File: src/rtl/bopt_pkg.sv
// Shared types, constants and text tables for the boot option token parser.
// No dependencies; imported by bopt_front, bopt_back and the top level.
`default_nettype none

package bopt_pkg;

  // Input op codes
  localparam logic OP_CHAR = 1'b0;
  localparam logic OP_END  = 1'b1;

  // Configuration register indexes
  localparam logic CFG_RUN_DOE   = 1'b0;
  localparam logic CFG_LOG_LEVEL = 1'b1;

  // Reset values of the configuration registers
  localparam logic       RST_RUN_DOE   = 1'b0;
  localparam logic [1:0] RST_LOG_LEVEL = 2'd1;

  // Log level codes
  localparam logic [1:0] LVL_INFO = 2'd1;

  // Token position: saturating character count
  localparam int unsigned POS_W = 5;
  localparam logic [POS_W-1:0] POS_MAX  = 5'd31;
  localparam logic [POS_W-1:0] DOE_LEN  = 5'd5;
  localparam logic [POS_W-1:0] LEVEL_AT = 5'd12;
  localparam logic [POS_W-1:0] STACK_AT = 5'd8;
  localparam logic [POS_W-1:0] HEAP_AT  = 5'd7;

  // Prefix candidate bits
  localparam int unsigned PFX_DOE   = 0;
  localparam int unsigned PFX_LEVEL = 1;
  localparam int unsigned PFX_STACK = 2;
  localparam int unsigned PFX_HEAP  = 3;

  // Characters of note
  localparam logic [7:0] CH_SPACE = 8'h20;
  localparam logic [7:0] CH_TAB   = 8'h09;
  localparam logic [7:0] CH_CR    = 8'h0D;
  localparam logic [7:0] CH_LF    = 8'h0A;
  localparam logic [7:0] CH_ZERO  = 8'h30;
  localparam logic [7:0] CH_NINE  = 8'h39;

  // Classified command that travels from front to back
  typedef enum logic [1:0] {
    CMD_CHAR,
    CMD_SEP,
    CMD_END
  } cmd_kind_e;

  typedef struct packed {
    cmd_kind_e  kind;
    logic [7:0] ch;
  } cmd_t;

  // Line defaults held in the configuration registers
  typedef struct packed {
    logic       run_doe;
    logic [1:0] lvl;
  } cfg_t;

  // Size value parse phase
  typedef enum logic [1:0] {
    SZ_WAIT,
    SZ_DIGITS,
    SZ_DONE
  } size_phase_e;

  // Length of prefix k
  function automatic logic [POS_W-1:0] pfx_len(input logic [1:0] k);
    logic [POS_W-1:0] len;
    unique case (k)
      2'd0:    len = 5'd5;
      2'd1:    len = 5'd12;
      2'd2:    len = 5'd8;
      default: len = 5'd7;
    endcase
    return len;
  endfunction

  // Byte i of prefix k (text left aligned in 12 bytes)
  function automatic logic [7:0] pfx_byte(input logic [1:0] k, input logic [3:0] i);
    logic [95:0] txt;
    logic [95:0] sh;
    unique case (k)
      2'd0:    txt = {"--doe", 56'd0};
      2'd1:    txt = "--log-level=";
      2'd2:    txt = {"--stack=", 32'd0};
      default: txt = {"--heap=", 40'd0};
    endcase
    sh = txt << {i, 3'b000};
    return sh[95:88];
  endfunction

  // Length of level name k: debug DEBUG info INFO warn WARN error ERROR
  function automatic logic [POS_W-1:0] lvl_len(input logic [2:0] k);
    logic [POS_W-1:0] len;
    unique case (k)
      3'd2, 3'd3, 3'd4, 3'd5: len = 5'd4;
      default:                len = 5'd5;
    endcase
    return len;
  endfunction

  // Byte i of level name k (text left aligned in 5 bytes)
  function automatic logic [7:0] lvl_byte(input logic [2:0] k, input logic [2:0] i);
    logic [39:0] txt;
    logic [39:0] sh;
    unique case (k)
      3'd0:    txt = "debug";
      3'd1:    txt = "DEBUG";
      3'd2:    txt = {"info", 8'd0};
      3'd3:    txt = {"INFO", 8'd0};
      3'd4:    txt = {"warn", 8'd0};
      3'd5:    txt = {"WARN", 8'd0};
      3'd6:    txt = "error";
      default: txt = "ERROR";
    endcase
    sh = txt << {i, 3'b000};
    return sh[39:32];
  endfunction

endpackage

`default_nettype wire

File: src/rtl/boot_option_token_parser.sv
// Boot option token parser, top level: configuration registers, front end,
// back end and checks. Depends on bopt_pkg, bopt_front and bopt_back.
//
// Feeds a command line one byte per push (op 0) and closes it with an end
// item (op 1), which yields one result holding the stack and heap sizes, the
// doe flag and the log level; character items yield no result. One item is
// taken every clock cycle while full is low. An end item passes through the
// front queue into the result register, which drives the output ports until
// a pop. The front queue holds two items; the only stall comes from the
// single result register: an end item waits at the queue head while the
// previous result is still unread, and full rises once the queue fills behind
// it. The user writes the defaults through the configuration port only while
// the block is idle (not enforced by the block); they apply to the next result.
`default_nettype none

module boot_option_token_parser
  import bopt_pkg::*;
(
  input  wire logic       clk_i,
  input  wire logic       rst_ni,
  // Input queue side
  input  wire logic       push,
  output logic            full,
  input  wire logic       op_i,
  input  wire logic [7:0] ch_i,
  // Result queue side
  output logic            empty,
  input  wire logic       pop,
  output logic [63:0]     stack_bytes_o,
  output logic [63:0]     heap_bytes_o,
  output logic            run_doe_o,
  output logic [1:0]      lvl_code_o,
  // Configuration writes
  input  wire logic       cfg_valid_i,
  output logic            cfg_ready_o,
  input  wire logic       cfg_index_i,
  input  wire logic [1:0] cfg_data_i
);

  cfg_t cfg_q, cfg_d;
  logic cmd_valid;
  logic cmd_ready;
  cmd_t cmd;

  // Configuration registers, always ready
  assign cfg_ready_o = 1'b1;

  always_comb begin
    cfg_d = cfg_q;
    if (cfg_valid_i) begin
      unique case (cfg_index_i)
        CFG_RUN_DOE:   cfg_d.run_doe = cfg_data_i[0];
        CFG_LOG_LEVEL: cfg_d.lvl     = cfg_data_i;
      endcase
    end
  end

  always_ff @(posedge clk_i or negedge rst_ni) begin
    if (!rst_ni) begin
      cfg_q.run_doe <= RST_RUN_DOE;
      cfg_q.lvl     <= RST_LOG_LEVEL;
    end else begin
      cfg_q <= cfg_d;
    end
  end

  bopt_front u_front (
    .clk_i       (clk_i),
    .rst_ni      (rst_ni),
    .push        (push),
    .full        (full),
    .op_i        (op_i),
    .ch_i        (ch_i),
    .cmd_valid_o (cmd_valid),
    .cmd_ready_i (cmd_ready),
    .cmd_o       (cmd)
  );

  bopt_back u_back (
    .clk_i         (clk_i),
    .rst_ni        (rst_ni),
    .cmd_valid_i   (cmd_valid),
    .cmd_ready_o   (cmd_ready),
    .cmd_i         (cmd),
    .cfg_i         (cfg_q),
    .empty         (empty),
    .pop           (pop),
    .stack_bytes_o (stack_bytes_o),
    .heap_bytes_o  (heap_bytes_o),
    .run_doe_o     (run_doe_o),
    .lvl_code_o    (lvl_code_o)
  );

  // An end command taken by the back end shows a result next cycle
  a_end_gives_result : assert property (@(posedge clk_i) disable iff (!rst_ni)
    (cmd_valid && cmd_ready && cmd.kind == CMD_END) |=> !empty)
    else $error("end command taken but no result shown");

  // A result leaves only through a pop transfer
  a_result_leaves_by_pop : assert property (@(posedge clk_i) disable iff (!rst_ni)
    $rose(empty) |-> $past(pop))
    else $error("result dropped without a pop transfer");

  // A full queue always presents a command to the back end
  a_full_has_head : assert property (@(posedge clk_i) disable iff (!rst_ni)
    full |-> cmd_valid)
    else $error("queue full but no command at the head");

endmodule

`default_nettype wire

File: src/rtl/bopt_front.sv
// Front end: takes input items, classifies them and holds them in a
// two-entry queue for the back end. Depends on bopt_pkg.
`default_nettype none

module bopt_front
  import bopt_pkg::*;
(
  input  wire logic       clk_i,
  input  wire logic       rst_ni,
  input  wire logic       push,
  output logic            full,
  input  wire logic       op_i,
  input  wire logic [7:0] ch_i,
  output logic            cmd_valid_o,
  input  wire logic       cmd_ready_i,
  output cmd_t            cmd_o
);

  cmd_t       slot_q [2];
  logic       wr_ptr_q, wr_ptr_d;
  logic       rd_ptr_q, rd_ptr_d;
  logic [1:0] cnt_q, cnt_d;
  cmd_t       cls;
  logic       do_push;
  logic       do_pop;

  // Classify the incoming item
  always_comb begin
    cls.ch = ch_i;
    if (op_i == OP_END) begin
      cls.kind = CMD_END;
    end else if (ch_i == CH_SPACE || ch_i == CH_TAB || ch_i == CH_CR || ch_i == CH_LF) begin
      cls.kind = CMD_SEP;
    end else begin
      cls.kind = CMD_CHAR;
    end
  end

  // Queue control
  assign full        = (cnt_q == 2'd2);
  assign cmd_valid_o = (cnt_q != 2'd0);
  assign cmd_o       = slot_q[rd_ptr_q];
  assign do_push     = push && !full;
  assign do_pop      = cmd_valid_o && cmd_ready_i;

  always_comb begin
    wr_ptr_d = do_push ? ~wr_ptr_q : wr_ptr_q;
    rd_ptr_d = do_pop ? ~rd_ptr_q : rd_ptr_q;
    cnt_d    = cnt_q + {1'b0, do_push} - {1'b0, do_pop};
  end

  always_ff @(posedge clk_i or negedge rst_ni) begin
    if (!rst_ni) begin
      wr_ptr_q <= 1'b0;
      rd_ptr_q <= 1'b0;
      cnt_q    <= 2'd0;
    end else begin
      wr_ptr_q <= wr_ptr_d;
      rd_ptr_q <= rd_ptr_d;
      cnt_q    <= cnt_d;
    end
  end

  // Queue storage, no reset needed
  always_ff @(posedge clk_i) begin
    if (do_push) begin
      slot_q[wr_ptr_q] <= cls;
    end
  end

endmodule

`default_nettype wire

File: src/rtl/bopt_back.sv
// Back end: token matcher, size accumulator, line values and the result
// register. Takes one classified command per cycle bar a stalled end. Depends on bopt_pkg.
`default_nettype none

module bopt_back
  import bopt_pkg::*;
(
  input  wire logic   clk_i,
  input  wire logic   rst_ni,
  input  wire logic   cmd_valid_i,
  output logic        cmd_ready_o,
  input  wire cmd_t   cmd_i,
  input  wire cfg_t   cfg_i,
  output logic        empty,
  input  wire logic   pop,
  output logic [63:0] stack_bytes_o,
  output logic [63:0] heap_bytes_o,
  output logic        run_doe_o,
  output logic [1:0]  lvl_code_o
);

  // Token state
  logic [POS_W-1:0] pos_q, pos_d;
  logic             in_tok_q, in_tok_d;
  logic [3:0]       pcand_q, pcand_d;
  logic [7:0]       lcand_q, lcand_d;
  size_phase_e      phase_q, phase_d;
  logic [63:0]      acc_q, acc_d;
  // Line state
  logic [63:0]      stack_q, stack_d;
  logic [63:0]      heap_q, heap_d;
  logic             doe_q, doe_d;
  logic [1:0]       lvl_q, lvl_d;
  logic             given_q, given_d;
  // Result register
  logic             out_valid_q;
  logic [63:0]      out_stack_q, out_heap_q;
  logic             out_doe_q;
  logic [1:0]       out_lvl_q;

  logic             take;
  logic             take_end;
  // Character path
  logic [3:0]       pc_new;
  logic [7:0]       lc_new;
  logic [POS_W-1:0] li;
  logic             size_en;
  logic             is_digit;
  logic [3:0]       digit;
  size_phase_e      ph_new;
  logic [63:0]      acc_new;
  // Token finish path
  logic [63:0]      stack_f, heap_f;
  logic             doe_f, given_f;
  logic [1:0]       lvl_f;
  logic [1:0]       code;

  assign take        = cmd_valid_i && cmd_ready_o;
  assign take_end    = take && (cmd_i.kind == CMD_END);
  assign cmd_ready_o = (cmd_i.kind != CMD_END) || !out_valid_q || pop;

  // Prefix and level name matching for one character
  always_comb begin
    pc_new = pcand_q;
    for (int k = 0; k < 4; k++) begin
      if (pos_q < pfx_len(2'(k)) && cmd_i.ch != pfx_byte(2'(k), pos_q[3:0])) begin
        pc_new[k] = 1'b0;
      end
    end
    li     = pos_q - LEVEL_AT;
    lc_new = lcand_q;
    if (pc_new[PFX_LEVEL] && pos_q >= LEVEL_AT) begin
      for (int k = 0; k < 8; k++) begin
        if (li < lvl_len(3'(k)) && cmd_i.ch != lvl_byte(3'(k), li[2:0])) begin
          lc_new[k] = 1'b0;
        end
      end
    end
  end

  // Size value: digits times ten, then an optional K/M/G scale
  always_comb begin
    is_digit = (cmd_i.ch >= CH_ZERO) && (cmd_i.ch <= CH_NINE);
    digit    = 4'(cmd_i.ch - CH_ZERO);
    size_en  = (pc_new[PFX_STACK] && pos_q >= STACK_AT) ||
               (pc_new[PFX_HEAP] && pos_q >= HEAP_AT);
    ph_new   = phase_q;
    acc_new  = acc_q;
    if (size_en) begin
      unique case (phase_q)
        SZ_WAIT: begin
          acc_new = is_digit ? {60'd0, digit} : 64'd0;
          ph_new  = is_digit ? SZ_DIGITS : SZ_DONE;
        end
        SZ_DIGITS: begin
          if (is_digit) begin
            acc_new = (acc_q << 3) + (acc_q << 1) + {60'd0, digit};
          end else begin
            priority case (cmd_i.ch)
              "K", "k": acc_new = acc_q << 10;
              "M", "m": acc_new = acc_q << 20;
              "G", "g": acc_new = acc_q << 30;
              default:  acc_new = acc_q;
            endcase
            ph_new = SZ_DONE;
          end
        end
        default: begin
          acc_new = acc_q;
        end
      endcase
    end
  end

  // Level code: first surviving name whose length was reached
  always_comb begin
    code = LVL_INFO;
    for (int k = 7; k >= 0; k--) begin
      if (lcand_q[k] && pos_q >= LEVEL_AT + lvl_len(3'(k))) begin
        code = 2'(k >> 1);
      end
    end
  end

  // Line values once the open token is closed
  always_comb begin
    stack_f = stack_q;
    heap_f  = heap_q;
    doe_f   = doe_q;
    lvl_f   = lvl_q;
    given_f = given_q;
    if (in_tok_q) begin
      priority if (pcand_q[PFX_DOE] && pos_q == DOE_LEN) begin
        doe_f = 1'b1;
      end else if (pcand_q[PFX_LEVEL] && pos_q > LEVEL_AT) begin
        lvl_f   = code;
        given_f = 1'b1;
      end else if (pcand_q[PFX_STACK] && pos_q > STACK_AT) begin
        stack_f = acc_q;
      end else if (pcand_q[PFX_HEAP] && pos_q > HEAP_AT) begin
        heap_f = acc_q;
      end else begin
        doe_f = doe_q;
      end
    end
  end

  // Next state per command kind
  always_comb begin
    pos_d    = pos_q;
    in_tok_d = in_tok_q;
    pcand_d  = pcand_q;
    lcand_d  = lcand_q;
    phase_d  = phase_q;
    acc_d    = acc_q;
    stack_d  = stack_q;
    heap_d   = heap_q;
    doe_d    = doe_q;
    lvl_d    = lvl_q;
    given_d  = given_q;
    if (take) begin
      unique case (cmd_i.kind)
        CMD_CHAR: begin
          pos_d    = (pos_q < POS_MAX) ? pos_q + 5'd1 : pos_q;
          in_tok_d = 1'b1;
          pcand_d  = pc_new;
          lcand_d  = lc_new;
          phase_d  = ph_new;
          acc_d    = acc_new;
        end
        CMD_SEP: begin
          pos_d    = '0;
          in_tok_d = 1'b0;
          pcand_d  = '1;
          lcand_d  = '1;
          phase_d  = SZ_WAIT;
          acc_d    = '0;
          stack_d  = stack_f;
          heap_d   = heap_f;
          doe_d    = doe_f;
          lvl_d    = lvl_f;
          given_d  = given_f;
        end
        CMD_END: begin
          pos_d    = '0;
          in_tok_d = 1'b0;
          pcand_d  = '1;
          lcand_d  = '1;
          phase_d  = SZ_WAIT;
          acc_d    = '0;
          stack_d  = '0;
          heap_d   = '0;
          doe_d    = 1'b0;
          lvl_d    = '0;
          given_d  = 1'b0;
        end
        default: begin
          pos_d = pos_q;
        end
      endcase
    end
  end

  always_ff @(posedge clk_i or negedge rst_ni) begin
    if (!rst_ni) begin
      pos_q    <= '0;
      in_tok_q <= 1'b0;
      pcand_q  <= '1;
      lcand_q  <= '1;
      phase_q  <= SZ_WAIT;
      acc_q    <= '0;
      stack_q  <= '0;
      heap_q   <= '0;
      doe_q    <= 1'b0;
      lvl_q    <= '0;
      given_q  <= 1'b0;
    end else begin
      pos_q    <= pos_d;
      in_tok_q <= in_tok_d;
      pcand_q  <= pcand_d;
      lcand_q  <= lcand_d;
      phase_q  <= phase_d;
      acc_q    <= acc_d;
      stack_q  <= stack_d;
      heap_q   <= heap_d;
      doe_q    <= doe_d;
      lvl_q    <= lvl_d;
      given_q  <= given_d;
    end
  end

  // Result register: loaded on an end command, freed by pop
  always_ff @(posedge clk_i or negedge rst_ni) begin
    if (!rst_ni) begin
      out_valid_q <= 1'b0;
    end else if (take_end) begin
      out_valid_q <= 1'b1;
    end else if (pop) begin
      out_valid_q <= 1'b0;
    end
  end

  always_ff @(posedge clk_i) begin
    if (take_end) begin
      out_stack_q <= stack_f;
      out_heap_q  <= heap_f;
      out_doe_q   <= doe_f | cfg_i.run_doe;
      out_lvl_q   <= given_f ? lvl_f : cfg_i.lvl;
    end
  end

  assign empty         = !out_valid_q;
  assign stack_bytes_o = out_stack_q;
  assign heap_bytes_o  = out_heap_q;
  assign run_doe_o     = out_doe_q;
  assign lvl_code_o    = out_lvl_q;

endmodule

`default_nettype wire

File: config.mk
export PLATFORM = sky130hd
export DESIGN_NAME = boot_option_token_parser
export DESIGN_NICKNAME = d
export VERILOG_FILES = /design/src/rtl/bopt_pkg.sv /design/src/rtl/boot_option_token_parser.sv /design/src/rtl/bopt_front.sv /design/src/rtl/bopt_back.sv
export SDC_FILE = /design/constraint.sdc
export NUM_CORES = 1
export LEC_CHECK = 0
export BUFFER_PORTS_ARGS = -buffer_cell sky130_fd_sc_hd__buf_4
export CORE_MARGIN = 1.5
export CORE_UTILIZATION = 45
export DETAILED_ROUTE_END_ITERATION = 16
export GPL_ROUTABILITY_DRIVEN = 0
export MAX_ROUTING_LAYER = met4
export PLACE_DENSITY = 0.71
export SYNTH_ARGS = -nofsm -noshare
export SYNTH_HDL_FRONTEND = slang
export SYNTH_SLANG_ARGS = --single-unit
File: constraint.sdc
create_clock -name clk_i -period 6.6 [get_ports clk_i]
set_input_delay 0.66 -clock clk_i [delete_from_list [all_inputs] [get_ports clk_i]]
set_output_delay 0.66 -clock clk_i [all_outputs]
set_load 0.01 [all_outputs]
# After elaboration in Yosys (flattened, before gate mapping)
# Memory sizes are Yosys's and may differ from the RTL's.
# Cells that the tools add are included.
# op_classes
add_sub_neg	7
magnitude_cmp	17
eq_ne	43
shift	12
n_mux	76
bitwise	4
reduce_logical	65
# ops
op	count
two-way mux 64 bit	11
one-hot mux 64 bit (2 select lines)	4
<< shifter 94 x 7 -> 96 bit, first input constant	4
two-way mux 40 bit	8
<< shifter 40 x 6 -> 40 bit	8
one-hot mux 64 bit (3 select lines)	1
inequality test 8 bit	12
adder 64 x 4 -> 64 bit	1
adder 64 bit	1
equality test 8 x 7 -> 1 bit, second input constant	6
two-way mux 2 bit	16
AND reduction 4 bit	8
logical AND 1 bit	31
equality test 8 x 4 -> 1 bit, second input constant	3
inequality test 2 x 1 -> 1 bit, second input constant	12
two-way mux 1 bit	22
one-hot mux 8 bit (2 select lines)	1
two-way mux 5 bit	3
one-hot mux 2 bit (2 select lines)	3
>= comparator 5 x 4 -> 1 bit, second input constant	2
>= comparator 5 bit, second input constant	2
greater-than comparator 5 x 4 -> 1 bit, second input constant	2
< comparator 5 x 3 -> 1 bit, second input constant	2
< comparator 5 x 4 -> 1 bit, second input constant	2
33 further kinds	59
# totals
register_bits	355
ramBits	20
input_bits	17
wordCells	254
mem_count	1
# mem_list
memory	depth	width	read_ports	rd_ports_with_merged_regs	wr	line	text
u_front.slot_q	2	10	1	0	1	bopt_front.sv:19	cmd_t slot_q [2];

# Depth between registers and ports, before layout
# Gate-level depths: netlist of run 1.
# depth
ltp_word	14
ltp_mapped	17
depth_no_buf	14

# Modules after synthesis
# A second synthesis of run 1 with hierarchy kept.
# unflattened
hier_cells	1961
area_unflattened_um2	21578.2
# by_module_without_submodules
module	n_inst	cells_each	area_per_inst_um2
bopt_back	1	1895	20470.9
bopt_front	1	56	972.2
boot_option_token_parser	1	10	135.1

# Worst setup path before layout of run 1
# No wires, ideal clock.
# synth_timing
kind	register to register
from	reg u_front.rd_ptr_q
to	reg u_back.out_heap_q[0] (netlist: u_back.heap_bytes_o[0]) (enable)
setup_ns	0.506
t_arrival_ns	4.687
required_time_ns	6.094
path_slack_ns	1.407
stages_incl_launch_ff	8
n_path_buf	2
path_cell_list	dfrtp_1 > buf_6 > buf_4 > mux2i_1 > inv_1 > ha_1 > a21oi_1 > and2_1
# synth_via
elab_chain_cells	6
# synth_lines
element	line	text
from (decl)	bopt_front.sv:21	logic rd_ptr_q, rd_ptr_d;
from (signal assigned)	bopt_front.sv:59	rd_ptr_q <= rd_ptr_d;
memory (2 x 10 bit)	n/a	
inequality test 2 bit	bopt_back.sv:60	assign cmd_ready_o = (cmd_i.kind != CMD_END) || !out_valid_q || pop;
logical OR 1 bit (2 in a row)	bopt_back.sv:60	
logical AND 1 bit	bopt_back.sv:58	assign take = cmd_valid_i && cmd_ready_o;
net u_back.take	bopt_back.sv:41	logic take;
logical AND 1 bit	bopt_back.sv:59	assign take_end = take && (cmd_i.kind == CMD_END);
net u_back.take_end	bopt_back.sv:42	logic take_end;
to (signal assigned)	bopt_back.sv:246	out_heap_q <= heap_f;
to (decl)	bopt_back.sv:37	logic [63:0] out_stack_q, out_heap_q;
# The timed path passes the listed nets, and every way through them passes these cells.
# A chain may end at the register's enable or synchronous reset.

# Final worst setup path of run 1
# layout_timing
from	reg u_front.rd_ptr_q
to	reg u_back.acc_q[60]
# layout_via
elab_chain_cells	8
# layout_lines
element	line	text
memory (2 x 10 bit) (*)	n/a	
branches (longest 7 deep; another with adder 64 x 4 -> 64 bit)	n/a	
to (signal assigned)	bopt_back.sv:211	acc_q <= '0;
to (signal assigned)	bopt_back.sv:223	acc_q <= acc_d;
to (decl)	bopt_back.sv:28	logic [63:0] acc_q, acc_d;
# Mark *: on every way between the ends. The select of a mux whose other input is x is not followed.

==> results_dict.tcl, run 1 <==
set metrics [dict create \
    dp.final_hpwl_um 42000 \
    start_util 0.455 \
    antenna_found_initial 0 \
    drive_above_1_share 0.197 \
    switching_power_w 0.00323 \
    required_ns 7.07 \
    slew_headroom 0.193 \
    antenna_left 0 \
    synth.avg_cell_area_um2 10.7 \
    layout.nets 2297 \
    ioPinCount 151 \
    grt_overflow 0 \
    drc 0 \
    design.die.area_um2 50600 \
    timing_hold_violations_final 0 \
    track_usage 0.252 \
    r2r_slack_ns 1.25 \
    async_flop_share 0.597 \
    ys_ff_latch 375 \
    finalSetupViolations 0 \
    die_h_um 225 \
    critPathArrivalTime_ns 5.82 \
    rsz0062_at_grt "false" \
    cts_tree "built" \
    via_per_inst 6.31 \
    ctsLongestPathBuffers 3 \
    min_period_ns 5.35 \
    finalClockSkew_ns 0.0230 \
    wl_per_cell_um 22.0 \
    p_comb_frac 0.359 \
    post_cts_resized 0 \
    cts_hold_buffers 0 \
    fp.coreArea_um2 48700 \
    insertion_delay_ns 0.58 \
    syn-num-nets 2228 \
    p_clk_frac 0.270 \
    portBuffers 149 \
    multiInputGateArea_um2 11400 \
    drt-initial-drc-count 1958 \
    crit_type "flip-flop to flip-flop" \
    clkTransAtPathRegs_ns 0.06 \
    seq_area_frac_synth 0.458 \
    timing.final.crit_share 0.811 \
    ir_worst_vdd_v 0.000305 \
    layout_common_cells "211 x dfrtp_1, 166 x buf_4, 163 x nand2_1" \
    drt_pre_antenna_iters 7 \
    worstMarginPinSlew_ns 1.18 \
    setup.worst_path.end_class "flip-flop" \
    grt_pass1_wl_um 98500 \
    syn_inst 2064 \
    reg2regPathDepth 14 \
    syn_to_final_growth_pct 13.1 \
    antennaDiodeCount 0 \
    clock-sinks 375 \
    yosysWarnings 0 \
    die_w_um 225 \
    rows 81 \
    fillerInstances 4298 \
    yosysUniqueCellTypes 93 \
    h-tree-depth 2 \
    maxCapViolCount 0 \
    p_leak_nw 11.2 \
    cts-root-buf "clkbuf_16" \
    swShare 0.387 \
    power.internal_w 0.00511 \
    final_max_slew_viol_count 0 \
    final_common_cell "dfrtp_1" \
    worst_hold_path_type "primary input to async pin" \
    crit_fanout 26 \
    synth-main-ff-cell "dfrtp_1" \
    ff_latch_area_um2 10200 \
    r2r_end "u_back.acc_q[60]" \
    r2r_start "u_front.rd_ptr_q" \
    grt_pass1_vias 17600 \
    p_per_area_nw_per_um2 332 \
    holdWs_ns 0.123 \
    grt_max_degree 106 \
    vias 17900 \
    fin_tns_setup_ns 0 \
    drt-total-wl_um 62200 \
    synth_area_um2 22200 \
    cp-start-kind "flip-flop" \
    synth_edf_count 151 \
    seqPwrFrac 0.371 \
    cts_buffers 43 \
    postCtsSetupBuffers 0 \
    outcome "finished clean" \
    clock.fmax_ghz 0.187 \
]
## sequential cells by signal (all words and copies together) (netlist names), 3 cells and up
name / flops
u_back.acc_q: 64
u_back.pcand_q: 4
u_back.heap_q: 64
u_back.heap_bytes_o: 64
u_back.lcand_q: 8
cfg_q: 3
u_front.slot_q: 20
u_back.stack_q: 64
u_back.stack_bytes_o: 64
u_back.pos_q: 5
## kinds of logic (layout without fill, tap and decap cells)
kind of cell             Yosys count  in the layout  synth area share
multiplexers                     164            164            0.0831
adder cells (fa/ha/maj)          147            147            0.0836
XOR/XNOR                          77             77            0.0304
buffers and inverters            182            284            0.0328
flip-flops                       375            375             0.458
AO/OA/AOI/OAI                    686            686             0.219
other                              1              1          0.000169
AND/OR/NAND/NOR                  432            432            0.0932
## metal layers
layer | part of all wire | vias up | GRT usage
li1 | - | 8031 | -
met1 | 0.42 | 8730 | 0.333
met2 | 0.45 | 925 | 0.380
met3 | 0.087 | 183 | 0.0447
met4 | 0.038 | 0 | 0.109
met5 | 0 | - | -
## stage by stage
step / total power (W) / instance area [um^2] / instances / worst slack [ns] / utilization
detailed placement: 0.00612 / 23800 / 2752 / 1.33 / 0.488
CTS: 0.00839 / 25100 / 2830 / 1.35 / 0.515
finish: 0.00834 / 25100 / 2830 / 1.25 / 0.515
global route: 0.00876 / 25100 / 2830 / 0.887 / 0.515
floorplan: 0.00510 / 22200 / 2064 / 1.41 / -
global placement: 0.00606 / 23800 / 2752 / 1.53 / 0.488
## how the worst max path moves through the flow
stage                      from  slack (ns)  depth (start not counted)                     end
6_report       u_front.rd_ptr_q        1.25                         14        u_back.acc_q[60]
2_1_floorplan  u_front.rd_ptr_q        1.41                          7  u_back.heap_bytes_o[0]
3_3_place_gp   u_front.rd_ptr_q        1.53                         14        u_back.acc_q[60]
3_5_place_dp   u_front.rd_ptr_q        1.33                         14        u_back.acc_q[60]
4_1_cts        u_front.rd_ptr_q        1.35                         14        u_back.acc_q[60]
5_1_grt        u_front.rd_ptr_q        0.89                         14        u_back.acc_q[52]
## synth_stat cells (19+ instances only)
cell / number / area [um^2]
dfrtp_1: 211 / 5280
nand2_1: 164 / 616
edfxtp_1: 151 / 4530
a21oi_1: 148 / 741
ha_1: 145 / 1810
a22o_1: 144 / 1260
mux2_2: 141 / 1590
clkbuf_1: 109 / 409
o21ai_0: 102 / 510
nor2_1: 89 / 334
xnor2_1: 48 / 420
a21o_1: 46 / 345
o22ai_1: 35 / 219
inv_1: 34 / 128
nand4_1: 30 / 188
xor2_1: 29 / 254
nand3_1: 27 / 135
o31ai_1: 25 / 188
nor3_1: 23 / 115
a221oi_1: 22 / 193
buf_2: 22 / 110
a31oi_1: 19 / 119
mux2i_1: 19 / 190
## cell type report
class | count | area share
clock buffers | 51 | 0.0441
clock inverters | 27 | 0.00753
inverters | 37 | 0.00554
multi-input cells | 1507 | 0.453
flip-flops and latches | 375 | 0.405
well taps | 664 | 0.0331
repair buffers | 169 | 0.0519
## critical path, cell delays in order, from the launching register on
cell and delay [ns]:
dfrtp_1 0.54, mux2_4 0.44, inv_1 0.43, fa_1 0.63, inv_1 0.07, fa_1 0.47
a211oi_1 0.34, o211ai_1 0.21, a211oi_1 0.51, o221a_2 0.35, a21o_1 0.26, o21ai_1 0.19
a311oi_1 0.49, mux2i_1 0.24, a21oi_1 0.08
## power by group through the flow
stage | Clock (W) | Sequential [W] | Combinational [W]
floorplan | 0 | 0.00325 | 0.00185
global placement | 0 | 0.00314 | 0.00292
detailed placement | 0 | 0.00314 | 0.00298
CTS | 0.00230 | 0.00310 | 0.00299
global route | 0.00239 | 0.00313 | 0.00324
finish | 0.00225 | 0.00310 | 0.00299
Power figures use the tool's default switching activity.
==> run 2, diff against run 1 <==
--- a/config.mk
+++ b/config.mk
@@ -11,7 +11,7 @@
 export DETAILED_ROUTE_END_ITERATION = 16
 export GPL_ROUTABILITY_DRIVEN = 0
 export MAX_ROUTING_LAYER = met4
-export PLACE_DENSITY = 0.71
+export PLACE_DENSITY = 0.74
 export SYNTH_ARGS = -nofsm -noshare
 export SYNTH_HDL_FRONTEND = slang
 export SYNTH_SLANG_ARGS = --single-unit
==> constraint.sdc (replaced) <==
create_clock -name clk_i -period 4.45 [get_ports clk_i]
set_input_delay 0.445 -clock clk_i [delete_from_list [all_inputs] [get_ports clk_i]]
set_output_delay 0.445 -clock clk_i [all_outputs]
set_load 0.01 [all_outputs]
==> run 2 against run 1 <==
Cell area increased by 1.9%. Global-route usage increased by 0.14 points. First-iteration DRC count increased by 10%. Cell count increased by 1.4%. Critical endpoint is now u_back.acc_q[52]. Largest power group is now combinational cells.
==> results_dict.tcl, run 2 (synthesized netlist as in run 1, its figures left out) <==
set metrics [dict create \
    worst_hold_path_type "primary input to flip-flop" \
    insertion_delay_ns 0.58 \
    final_common_cell "dfrtp_1" \
    antenna_left 0 \
    timing.final.crit_share 0.971 \
    wl_per_cell_um 21.9 \
    drt_pre_antenna_iters 7 \
    p_clk_frac 0.277 \
    portBuffers 149 \
    maxCapViolCount 0 \
    start_util 0.455 \
    h-tree-depth 2 \
    layout_common_cells "211 x dfrtp_1, 207 x buf_4, 163 x nand2_1" \
    drt-initial-drc-count 2159 \
    outcome "finished clean" \
    min_period_ns 4.32 \
    fin_tns_setup_ns 0 \
    via_per_inst 6.33 \
    crit_type "flip-flop to flip-flop" \
    antennaDiodeCount 0 \
    p_per_area_nw_per_um2 501 \
    final_util 0.524 \
    reg2regPathDepth 16 \
    die_h_um 225 \
    worstMarginPinSlew_ns 0.967 \
    routed-wl-met3_um 5840 \
    clock-sinks 375 \
    critPathArrivalTime_ns 4.77 \
    clkTransAtPathRegs_ns 0.07 \
    drt-total-wl_um 62800 \
    layout.nets 2341 \
    r2r_end "u_back.acc_q[52]" \
    grt_max_degree 130 \
    grt_pass1_wl_um 98900 \
    slew_headroom 0.356 \
    cp-start-kind "flip-flop" \
    vias 18200 \
    grt_overflow 0 \
    drive_above_1_share 0.214 \
    cts-root-buf "clkbuf_16" \
    r2r_start "u_front.rd_ptr_q" \
    layout.cells.non_filler 2871 \
    antenna_found_initial 0 \
    finalSetupViolations 0 \
    ir_worst_vdd_v 0.000490 \
    wl_met2_um 28400 \
    dp.final_hpwl_um 43000 \
    seqPwrFrac 0.355 \
    required_ns 4.89 \
    min_to "u_front.slot_q[0][9]" \
    p_comb_frac 0.369 \
    grt_pass1_vias 17700 \
    finalClockSkew_ns 0.0257 \
    switching_power_w 0.00483 \
    dp_cells 2797 \
    fillerInstances 4228 \
    r2r_slack_ns 0.13 \
    cts_buffers 41 \
    top_layer "met4" \
    setup.worst_path.end_class "flip-flop" \
    cts_tree "built" \
    hold_start "op_i" \
    p_leak_nw 11.5 \
    ctsLongestPathBuffers 3 \
    track_usage 0.253 \
    timing_hold_violations_final 0 \
    rsz0062_at_grt "false" \
    ioPinCount 151 \
    drc 0 \
    hold_depth 1 \
    die_w_um 225 \
    final_max_slew_viol_count 0 \
    wl_met1_um 26000 \
    swShare 0.377 \
    design.die.area_um2 50600 \
    power.internal_w 0.00797 \
    rows 81 \
    syn_to_final_growth_pct 15.3 \
    clock.fmax_ghz 0.231 \
    fp.coreArea_um2 48700 \
    crit_fanout 5 \
]
==> run 2: cell types whose count changed in the layout (fill, tap and decap cells not counted), moves of 3 or more <==
cell       before  now
clkinv_2        9    6
inv_6           4    0
buf_4         166  207
bufinv_16       1    6
buf_12          2    6
==> run 2: worst max path at each step <==
stage	start	to	slack, ns	cells past startpoint
4_1_cts	u_front.rd_ptr_q	u_back.acc_q[58]	0.15	14
5_1_grt	u_front.rd_ptr_q	u_back.acc_q[58]	0.003	14
2_1_floorplan	u_front.rd_ptr_q	u_back.acc_q[60]	0.03	17
3_5_place_dp	u_front.rd_ptr_q	u_back.acc_q[58]	0.15	14
6_report	u_front.rd_ptr_q	u_back.acc_q[52]	0.13	16
3_3_place_gp	u_front.rd_ptr_q	u_back.acc_q[58]	0.24	14
==> run 2: worst max-delay path, stage by stage, from the launching register on <==
cell	delay, ns
dfrtp_1	0.45
mux2_4	0.24
inv_1	0.06
fa_1	0.48
inv_1	0.07
fa_1	0.48
a211oi_1	0.36
o211ai_1	0.19
a211oi_1	0.29
buf_4	0.19
o221a_2	0.24
a21o_1	0.22
o21ai_1	0.17
a311oi_1	0.34
buf_4	0.18
xor2_1	0.14
o21ai_0	0.10
==> run 2: power by group through the flow <==
stage / clock (W) / sequential (W) / combinational [W]
6_report: 0.00354 / 0.00454 / 0.00472
5_1_grt: 0.00375 / 0.00459 / 0.00510
4_1_cts: 0.00363 / 0.00454 / 0.00468
3_5_place_dp: 0 / 0.00460 / 0.00467
3_3_place_gp: 0 / 0.00459 / 0.00455
2_1_floorplan: 0 / 0.00479 / 0.00274
==> run 2: per-layer routing <==
metal	global-route usage	vias up
met5	-	-
met4	0.0992	0
met3	0.0428	217
met2	0.385	1018
met1	0.338	8817
li1	-	8128
==> run 2: final cells by class <==
type | count | area [um^2] | share of cell area
timing repair buffer | 215 | 1700 | 0.0665
clock buffer | 49 | 1090 | 0.0425
tap | 664 | 831 | 0.0325
inverter | 37 | 139 | 0.00543
clock inverter | 24 | 289 | 0.0113
multi-input combinational | 1507 | 11400 | 0.445
sequential | 375 | 10200 | 0.397
==> run 2: stage by stage <==
step | hold slack, ns | power [W] | instance area, um^2 | worst slack, ns
after floorplan | 0.149 | 0.00753 | 22200 | 0.0345
after global routing | 0.0544 | 0.0134 | 25600 | 0.00304
after global placement | 0.464 | 0.00914 | 24200 | 0.237
after CTS | 0.0491 | 0.0129 | 25600 | 0.146
after detailed placement | 0.481 | 0.00927 | 24200 | 0.152
final | 0.0677 | 0.0128 | 25600 | 0.128
==> run 2: repair_timing <==
| item | in CTS | in global routing |
|---|---|---|
| hold buffers | 1 | 0 |
| setup endpoints to repair | 0 | 4 |
| buffers inserted | 0 | 0 |
| endpoints found under the hold margin | 25 | 0 |
| gates resized for setup | 0 | 2 |
